==> config.mk <==
export PLATFORM = sky130hd
export DESIGN_NAME = array_list_insert_delete_core
export DESIGN_NICKNAME = d
export VERILOG_FILES = /design/src/sv/alist_pkg.sv /design/src/sv/alist_dec.sv /design/src/sv/alist_cell.sv /design/src/sv/array_list_insert_delete_core.sv
export SDC_FILE = /design/constraint.sdc
export NUM_CORES = 1
export LEC_CHECK = 0
export CAP_MARGIN = 0
export CORE_AREA = 8 8 271 273
export DETAILED_ROUTE_END_ITERATION = 7
export DIE_AREA = 0 0 279 281
export DONT_BUFFER_PORTS = 1
export RECOVER_POWER = 100
export SYNTH_ARGS = -nofsm -noshare
export SYNTH_HDL_FRONTEND = slang
export SYNTH_HIERARCHICAL = 1
export SYNTH_SLANG_ARGS = --single-unit
==> constraint.sdc <==
create_clock -name clk_i -period 6.1 [get_ports clk_i]
set_input_delay 0.61 -clock clk_i [delete_from_list [all_inputs] [get_ports clk_i]]
set_output_delay 0.61 -clock clk_i [all_outputs]
set_load 0.01 [all_outputs]
==> src/sv/alist_pkg.sv <==
`timescale 1ns / 1ps
`default_nettype none
// ---------------------------------------------------------------------------
// alist_pkg: shared types and constants of the array list core
// Sizes of the list storage, request and status codes, and the control
// structures handed between the decoder, the cells and the top level.
// ---------------------------------------------------------------------------
package alist_pkg;

  localparam int DEPTH   = 16;
  localparam int WIDTH   = 32;
  localparam int CNT_W   = $clog2(DEPTH + 1);
  localparam int OP_W    = 2;
  localparam int POS_W   = 5;
  localparam int VAL_W   = 32;
  localparam int STAT_W  = 2;
  localparam int IN_W    = 40;
  localparam int OUT_W   = 40;

  typedef enum logic [OP_W-1:0] {
    OP_READ   = 2'd0,
    OP_WRITE  = 2'd1,
    OP_INSERT = 2'd2,
    OP_DELETE = 2'd3
  } op_e;

  typedef enum logic [STAT_W-1:0] {
    ST_OK    = 2'd0,
    ST_BOUND = 2'd1,
    ST_FULL  = 2'd2
  } status_e;

  // Decoded request: what the list does and what it answers
  typedef struct packed {
    status_e          status;
    logic             rd_ok;
    logic             wr_ok;
    logic             ins_ok;
    logic             del_ok;
    logic [CNT_W-1:0] count_nxt;
  } dec_t;

  // Per-cell command: where the cell takes its next value from
  typedef struct packed {
    logic from_left;
    logic from_right;
    logic load;
  } cell_cmd_t;

endpackage
`default_nettype wire

==> src/sv/alist_dec.sv <==
`timescale 1ns / 1ps
`default_nettype none
// ---------------------------------------------------------------------------
// alist_dec: request decoder
// Checks the position against the element count, picks the status and the
// count after the request.
// ---------------------------------------------------------------------------
module alist_dec (
  input  wire logic [alist_pkg::OP_W-1:0]  op_i,
  input  wire logic [alist_pkg::POS_W-1:0] pos_i,
  input  wire logic [alist_pkg::CNT_W-1:0] count_i,
  output alist_pkg::dec_t                  dec_o
);

  logic in_range;
  logic at_or_below;
  logic full;

  // Compare on a common wide scale
  assign in_range    = 32'(pos_i) <  32'(count_i);
  assign at_or_below = 32'(pos_i) <= 32'(count_i);
  assign full        = 32'(count_i) >= 32'(alist_pkg::DEPTH);

  always_comb begin
    dec_o           = '0;
    dec_o.status    = alist_pkg::ST_OK;
    dec_o.count_nxt = count_i;
    case (alist_pkg::op_e'(op_i))
      alist_pkg::OP_READ: begin
        if (in_range) dec_o.rd_ok = 1'b1;
        else          dec_o.status = alist_pkg::ST_BOUND;
      end
      alist_pkg::OP_WRITE: begin
        if (in_range) dec_o.wr_ok = 1'b1;
        else          dec_o.status = alist_pkg::ST_BOUND;
      end
      alist_pkg::OP_INSERT: begin
        // bound test first, then the full test
        if (!at_or_below) begin
          dec_o.status = alist_pkg::ST_BOUND;
        end else if (full) begin
          dec_o.status = alist_pkg::ST_FULL;
        end else begin
          dec_o.ins_ok    = 1'b1;
          dec_o.count_nxt = count_i + alist_pkg::CNT_W'(1);
        end
      end
      alist_pkg::OP_DELETE: begin
        if (in_range) begin
          dec_o.del_ok    = 1'b1;
          dec_o.count_nxt = count_i - alist_pkg::CNT_W'(1);
        end else begin
          dec_o.status = alist_pkg::ST_BOUND;
        end
      end
      default: dec_o.status = alist_pkg::ST_BOUND;
    endcase
  end

endmodule
`default_nettype wire

==> src/sv/alist_cell.sv <==
`timescale 1ns / 1ps
`default_nettype none
// ---------------------------------------------------------------------------
// alist_cell: one list entry
// Holds one element; takes the left neighbour on insert, the right
// neighbour on delete, or the request value on a load.
// ---------------------------------------------------------------------------
module alist_cell (
  input  wire logic                        clk_i,
  input  wire alist_pkg::cell_cmd_t        cmd_i,
  input  wire logic [alist_pkg::WIDTH-1:0] left_i,
  input  wire logic [alist_pkg::WIDTH-1:0] right_i,
  input  wire logic [alist_pkg::WIDTH-1:0] val_i,
  output logic      [alist_pkg::WIDTH-1:0] data_o
);

  logic [alist_pkg::WIDTH-1:0] data_d, data_q;

  // Select the next entry value
  always_comb begin
    data_d = data_q;
    if (cmd_i.load)            data_d = val_i;
    else if (cmd_i.from_left)  data_d = left_i;
    else if (cmd_i.from_right) data_d = right_i;
  end

  // Payload register, no reset
  always_ff @(posedge clk_i) begin
    data_q <= data_d;
  end

  assign data_o = data_q;

endmodule
`default_nettype wire

==> src/sv/array_list_insert_delete_core.sv <==
`timescale 1ns / 1ps
`default_nettype none
// ---------------------------------------------------------------------------
// array_list_insert_delete_core: ordered list in a row of shifting cells
// Each request reads, overwrites, inserts or deletes at a list position and
// answers with the entry read, the count, an empty flag and a status.
// ---------------------------------------------------------------------------
// Usage:
//   Requests enter on the s_ stream, one beat per request. Each request
//   gives exactly one result beat on the m_ stream, in order.
//   Latency: the result is presented in the cycle after the request beat.
//   Throughput: one request per cycle while results are taken. Every cell
//   shifts or holds in parallel, so an insert or delete moves the row at once.
//   The output register frees when its beat is taken, so a new request is
//   accepted in the same cycle the previous result leaves.
//   Reset empties the list (count zero); entry contents are not cleared and
//   are never visible, since only entries below the count can be read.
//   When the receiver stalls, the result beat holds and s_tready_o drops
//   until it is taken; no request is lost.
//   Unused values of op are not possible (all four codes are defined).
// ---------------------------------------------------------------------------
module array_list_insert_delete_core (
  input  wire logic                        clk_i,
  input  wire logic                        rst_ni,
  input  wire logic                        s_tvalid_i,
  output logic                             s_tready_o,
  // s_tdata_i: [1:0] op, [6:2] position, [38:7] value, [39] zero
  input  wire logic [alist_pkg::IN_W-1:0]  s_tdata_i,
  output logic                             m_tvalid_o,
  input  wire logic                        m_tready_i,
  // m_tdata_o: [31:0] read_value, [36:32] count, [37] is_empty,
  //            [39:38] status
  output logic      [alist_pkg::OUT_W-1:0] m_tdata_o
);

  localparam int DEPTH = alist_pkg::DEPTH;
  localparam int WIDTH = alist_pkg::WIDTH;
  localparam int CNT_W = alist_pkg::CNT_W;
  localparam int IDX_W = $clog2(DEPTH);

  logic [alist_pkg::OP_W-1:0]  op;
  logic [alist_pkg::POS_W-1:0] pos;
  logic [WIDTH-1:0]            val;
  logic                        fire;
  alist_pkg::dec_t             dec;

  logic [CNT_W-1:0]            count_d, count_q;
  logic                        m_valid_d, m_valid_q;
  logic [alist_pkg::OUT_W-1:0] m_data_d, m_data_q;

  logic [WIDTH-1:0]            cell_data [DEPTH];
  alist_pkg::cell_cmd_t        cell_cmd  [DEPTH];
  logic [WIDTH-1:0]            rd_entry;

  // Unpack the request beat
  assign op   = s_tdata_i[1:0];
  assign pos  = s_tdata_i[6:2];
  assign val  = WIDTH'(s_tdata_i[38:7]);

  // Accept while the result slot is empty or being emptied
  assign s_tready_o = !m_valid_q || m_tready_i;
  assign fire       = s_tvalid_i && s_tready_o;

  alist_dec u_dec (
    .op_i    (op),
    .pos_i   (pos),
    .count_i (count_q),
    .dec_o   (dec)
  );

  // Row of cells, each handing its entry to its neighbours
  for (genvar i = 0; i < DEPTH; i++) begin : g_cell
    logic             at_pos;
    logic             past_pos;
    logic [WIDTH-1:0] left, right;

    assign at_pos   = 32'(pos) == 32'(i);
    assign past_pos = 32'(i) > 32'(pos);

    always_comb begin
      cell_cmd[i].load       = fire && (dec.wr_ok || dec.ins_ok) && at_pos;
      cell_cmd[i].from_left  = fire && dec.ins_ok && past_pos;
      cell_cmd[i].from_right = fire && dec.del_ok && (past_pos || at_pos);
    end

    if (i == 0) begin : g_first
      assign left = val;
    end else begin : g_left
      assign left = cell_data[i-1];
    end

    if (i == DEPTH - 1) begin : g_last
      assign right = cell_data[i];
    end else begin : g_right
      assign right = cell_data[i+1];
    end

    alist_cell u_cell (
      .clk_i   (clk_i),
      .cmd_i   (cell_cmd[i]),
      .left_i  (left),
      .right_i (right),
      .val_i   (val),
      .data_o  (cell_data[i])
    );
  end

  // Pick the entry at the request position
  assign rd_entry = cell_data[pos[IDX_W-1:0]];

  // Form the result beat and the next count
  always_comb begin
    count_d   = count_q;
    m_valid_d = m_valid_q;
    m_data_d  = m_data_q;
    if (m_tready_i) m_valid_d = 1'b0;
    if (fire) begin
      count_d          = dec.count_nxt;
      m_valid_d        = 1'b1;
      m_data_d[31:0]   = dec.rd_ok ? 32'(rd_entry) : 32'd0;
      m_data_d[36:32]  = 5'(dec.count_nxt);
      m_data_d[37]     = (dec.count_nxt == '0);
      m_data_d[39:38]  = dec.status;
    end
  end

  // Control state
  always_ff @(posedge clk_i or negedge rst_ni) begin
    if (!rst_ni) begin
      count_q   <= '0;
      m_valid_q <= 1'b0;
    end else begin
      count_q   <= count_d;
      m_valid_q <= m_valid_d;
    end
  end

  // Result payload, no reset
  always_ff @(posedge clk_i) begin
    m_data_q <= m_data_d;
  end

  assign m_tvalid_o = m_valid_q;
  assign m_tdata_o  = m_data_q;

  // Count never passes the capacity
  a_count_cap : assert property (@(posedge clk_i) disable iff (!rst_ni)
    32'(count_q) <= 32'(DEPTH))
    else $error("element count above capacity");

  // Successful insert grows the list by one
  a_ins_grow : assert property (@(posedge clk_i) disable iff (!rst_ni)
    (fire && dec.ins_ok) |=> (count_q == $past(count_q) + CNT_W'(1)))
    else $error("insert did not grow the count");

  // Failed request leaves the count alone
  a_fail_hold : assert property (@(posedge clk_i) disable iff (!rst_ni)
    (fire && dec.status != alist_pkg::ST_OK) |=> (count_q == $past(count_q)))
    else $error("failed request changed the count");

  // Empty flag agrees with the count field of a presented beat
  a_empty_flag : assert property (@(posedge clk_i) disable iff (!rst_ni)
    m_valid_q |-> (m_data_q[37] == (m_data_q[36:32] == 5'd0)))
    else $error("empty flag disagrees with count");

endmodule
`default_nettype wire
==> metrics, run 1 <==
Hold Fails Final Rpt=0; Worst Hold Class=in2reg; Tcrit/Tclk final=84.5%; Simple-Gate Fraction of Synth Area=7.74%; Leakage Power=10.0 nW; total CTS buffers=67; Crit path arrival time=5230 ps; Worst Tran Pin Value=2150 ps; Filler cells=6,014; DP HPWL=58.5 mm; Final Max Tran Viols=1,098; Synth Area in Compound Gates=11.7%; Root Buffer=clkbuf_16; Diodes inserted=0; Overflow after GRT=0; Worst VDD drop=0.225 mV; Pwr Density=267 nW/um2; final setup vio count=0; worst clock skew=28.9 ps; register area share after synthesis=50.1%; Worst-Skew Late Latency=620 ps; share of cells above drive strength 1=12.5%; CTS tree=yes; Initial Util=48.2%; core area=69,300 um2; setup TNS=0 ps; Worst slew margin=-43.5%; top cells by area, synth=edfxtp_1 50%, mux2i_1 17%, o21ai_1 7.2%, nand2_1 5.8%, mux4_2 4.3%; DR vias=23,654; Post-Syn Area=33,400 um2; failing checks=capacitance limit, slew limit; worst-path fanout max=24; area delta synth->final=5.25%; status=finished with violations; EDFF count, synth=552; I/O Buffers=0; HP Start=s_tvalid_i; CP startpoint=count_q[4]; Synth Net Count=2,883; post-synth top area cell=edfxtp_1; Final min period=5160 ps; DRT iter0 DRCs=3,031; CTS max path bufs=3; Layout Utilization=50.7%; Tot GR Track Use=26.4%; largest family of logic cells by synthesized area=multiplexers; Die ar.=78,400 um2; Top Ports=86; FFs w/ async S/R, synth=1.08%; fin nets=2,765; area fraction of the dominant cell type after synthesis=49.6%; critical path launch point type=flop; cells after synthesis=2,832; top cells by count, synth=576 x mux2i_1, 552 x edfxtp_1, 518 x nand2_1; post-CTS setup buffers=0; H-tree Lvls=3; row cnt=97; CP Data Required Time=6170 ps; total power=0.00939 W; vias in the first global route=23,331; Cell variety after synth=57; CP endpoint kind=flop; die width=279 um; routability congestion estimate from global placement=0.857; RSZ-0062 raised after global routing=no; global-route wire length before repair=156 mm; initial antenna violation count=0; Hold WS=125 ps; Max Freq=194 MHz; multiplexer share of the synthesized area=23.9%; Vias/cell=6.39; placed cells=3,584; post-synthesis xor/xnor area fraction=0.0524%; adder-cell share of the synthesized area=0.262%; largest net degree at the start of global routing=210; worst reg2reg startpoint=count_q[4]; max-capacitance violation count=19; Routed wire per std cell=28.5 um; ys flop type=edfxtp_1; synthesis-stage register bit count=558; Synthesis Warnings=6; final std cells w/o fill=3,703; CTS sink count=558; critical path type=reg2reg; Antenna Nets Post-Route=0; count leader, synth=mux2i_1; drt first pass iters=6; DRC=0; Syn Area/Cell=11.8 um2; clk slew on worst S/H paths=60 ps; Routed WL=106 mm; Die Y=281 um
-- where the power goes --
part	leakage (nW)	internal [W]	switching, W	total [W]
registers	5.10	0.00443	0.000139	0.00457
clock network	1.02	0.00229	0.00164	0.00392
logic	3.90	0.000346	0.000555	0.000900
total	10.0	0.00706	0.00233	0.00939
-- critical path, stage by stage (launching register included) --
cell	delay, ps
dfrtp_1	410
inv_1	170
ha_1	300
and3_1	220
and3_1	190
a211oi_1	630
nor2_1	270
o2111ai_1	870
nor2_4	20
or3_2	690
clkbuf_2	800
-- cell families after synthesis --
group	Yosys count
compound gates	671
xor+xnor	2
fa+ha+maj	7
buf+inv	251
flops	558
mux	709
other cells	1
simple gates	633
-- flip-flops by register name, indices dropped and copies added, names as in the netlist --
name	count
m_tvalid_o	1
count_q	5
g_cell.u_cell/data_o	512
m_tdata_o	40
-- cell usage in the layout (no fill, tap or decap), types with 32 or more instances in the layout --
master     synthesis  routed
a22o_1            32      32
clkbuf_16          0      68
edfxtp_1         552     552
mux2_2            69      69
mux2i_1          576     576
mux4_2            64      64
nand2_1          518     517
o21ai_0           34     499
o22ai_1           32      32
o31ai_1           32      33
-- routing by layer --
layer  GRT usage, %  part of all wire [%]
met1           34.6                    41
met2           43.6                    47
met3           4.58                   8.5
met4           9.83                   3.6
met5              0                     0
-- repair_timing --
item                                   in CTS  in global routing
hold buffers                                1                  0
endpoints found under the hold margin       6                  0
gates resized for setup                     0                  0
-- path summary, 6_finish.rpt --
path	end	slack, ps	cells past startpoint
max	g_cell[7].u_cell/data_o[27]	940	10
max reg2reg	g_cell[7].u_cell/data_o[27]	940	10
max in group asynchronous	count_q[3]	5570	1
min	m_tvalid_o	130	1
min in group asynchronous	count_q[4]	310	1
min reg2reg	count_q[4]	580	1
-- through the flow --
step	area [um2]	setup WS (ps)
final	35200	943
after global routing	35200	851
after floorplan	33400	2470
after global placement	33200	1810
after CTS	35300	1870
after detailed placement	33200	1820
-- final cells by class --
class | count | area [um2] | area share (%)
Sequential cell | 558 | 16700 | 47.6
Multi-Input combinational cell | 2023 | 14800 | 42.0
Clock buffer | 84 | 1780 | 5.07
Tap cell | 940 | 1180 | 3.34
Timing Repair Buffer | 56 | 354 | 1.01
Clock inverter | 34 | 320 | 0.911
Inverter | 8 | 30.0 | 0.0854
Note: power is estimated with default switching activity, not from simulation.
==> inputs of run 2 (changes only) <==
==> constraint.sdc (replaced) <==
create_clock -name clk_i -period 5.1 [get_ports clk_i]
set_input_delay 0.51 -clock clk_i [delete_from_list [all_inputs] [get_ports clk_i]]
set_output_delay 0.51 -clock clk_i [all_outputs]
set_load 0.01 [all_outputs]
==> run 2 against run 1 <==
Compared with the run above: the run still ends with capacitance limit, slew limit left; non-clock buffer count shrank 14; final cell count shrank 0.32%; worst setup slack got worse by 460 ps; wire length fell by 4.6%; die area is the same; clock power rose by 16%; first-iteration DRC count fell by 9.0%; count of clock-buffer cells in the layout shrank 2; clock skew shrank 9.3 ps; combinational power grew 18%.
==> metrics, run 2 (synthesized netlist as in run 1, its figures left out) <==
critical path, cell by cell=inv_1 -> ha_1 -> nor2b_1 -> o31ai_1 -> a21oi_1 -> nor3_1 -> nand2b_1 -> clkbuf_2 -> o31ai_1; largest net degree at the start of global routing=210; most frequent cells in the layout=576 x mux2i_1, 552 x edfxtp_1, 517 x nand2_1; fin worst setup slack=481 ps; Routed wire per std cell=27.3 um; Tot GR Track Use=25.0%; worst clock skew=19.6 ps; Worst VDD drop=0.201 mV; row cnt=97; setup TNS=0 ps; Largest register FFs=512; Routed WL=101 mm; CP endpoint kind=flop; share of cells above drive strength 1=12.1%; Filler cells=5,961; Die ar.=78,400 um2; CP delay by family, top=simple AND/OR/NAND/NOR gates; Leakage Power=9.94 nW; initial antenna violation count=1; slowest cell delay on critical path=910 ps; Die Y=281 um; I/O Buffers=0; commonest non-fill, non-tap cell in the layout=mux2i_1; Final Max Tran Viols=206; total CTS buffers=67; DRC=0; Worst slew margin=-42.0%; CTS max path bufs=3; Overflow after GRT=0; Max Freq=217 MHz; Worst-Skew Late Latency=610 ps; core area=69,300 um2; Root Buffer=clkbuf_16; global-route wire length before repair=150 mm; drt first pass iters=5; RSZ-0062 raised after global routing=no; routability congestion estimate from global placement=0.820; Antenna Nets Post-Route=0; crit-path most repeated cell=o31ai_1; Vias/cell=6.28; CTS resizes=0; final setup vio count=0; slowest CP cell=nand2b_1; status=finished with violations; Pwr Density=316 nW/um2; die width=279 um; CTS sink count=558; clk slew on worst S/H paths=60 ps; CTS tree=yes; total power=0.0111 W; critical path launch point type=flop; WP buf/inv=2; Worst Hold Class=in2reg; post-CTS setup buffers=0; Hold WS=29.5 ps; critical path type=reg2reg; DRT iter0 DRCs=2,758; Initial Util=48.2%; Hold-fix buffers, CTS=1; DR vias=23,168; failing checks=capacitance limit, slew limit; fin nets=2,751; area delta synth->final=4.94%; H-tree Lvls=3; worst-path fanout max=18; Hold Fails Final Rpt=0; Tcrit/Tclk final=90.6%; Final min period=4620 ps; Crit path arrival time=4920 ps; CP Data Required Time=5400 ps; DP HPWL=56.6 mm; vias in the first global route=23,112; Post-Place Setup Slack=835 ps; Worst Tran Pin Value=2130 ps; max-capacitance violation count=6; Top Ports=86
==> run 2: cell count changes in the layout (fill, tap and decap cells not counted), sizes merged, moves of 2 or more <==
cell	change
clkbuf	-18
clkinv	+11
inv	-4
clkinvlp	-3
buf	+2
==> run 2: metal layers <==
metal	GRT usage [%]	up-vias	part of all wire [%]	wire length [um]
li1	-	10411	-	-
met5	0	-	0	0
met3	4.82	206	8.7	8810
met1	34.6	11372	43	43100
met4	8.48	0	3.3	3350
met2	39.4	1179	45	45500
==> run 2: final cells by class <==
cell class / count / area [um2] / share of cell area (%)
diodes: 1 / 2.50 / 0.00714
clock buffers: 82 / 1750 / 5.00
clock inverters: 37 / 282 / 0.803
inverters: 8 / 30.0 / 0.0856
multi-input cells: 2023 / 14800 / 42.1
flip-flops and latches: 558 / 16700 / 47.7
well taps: 940 / 1180 / 3.35
repair buffers: 42 / 317 / 0.903
==> run 2: worst paths after layout <==
| check | from | slack [ps] | depth (start not counted) | endpoint |
|---|---|---|---|---|
| worst max-delay path | count_q[1] | 480 | 9 | m_tdata_o[1] |
| worst min-delay path | s_tvalid_i | 30 | 1 | m_tvalid_o |
| worst max register to register | count_q[1] | 480 | 9 | m_tdata_o[1] |
| worst min register to register | count_q[4] | 550 | 1 | count_q[4] |
| max in group asynchronous | rst_ni | 4670 | 1 | count_q[2] |
| min in group asynchronous | rst_ni | 210 | 1 | count_q[3] |
==> run 2: report_power, final <==
group / switching [W] / total (W) / internal [W]
registers: 0.000162 / 0.00546 / 0.00530
logic: 0.000652 / 0.00106 / 0.000412
clock network: 0.00190 / 0.00454 / 0.00264
==> run 2: through the flow <==
stage               util [%]  cell area, um2  cells
floorplan                  -           33400   2832
global placement        47.8           33100   3570
detailed placement      47.8           33100   3570
CTS                     50.8           35200   3690
global route            50.6           35100   3690
finish                  50.6           35100   3691
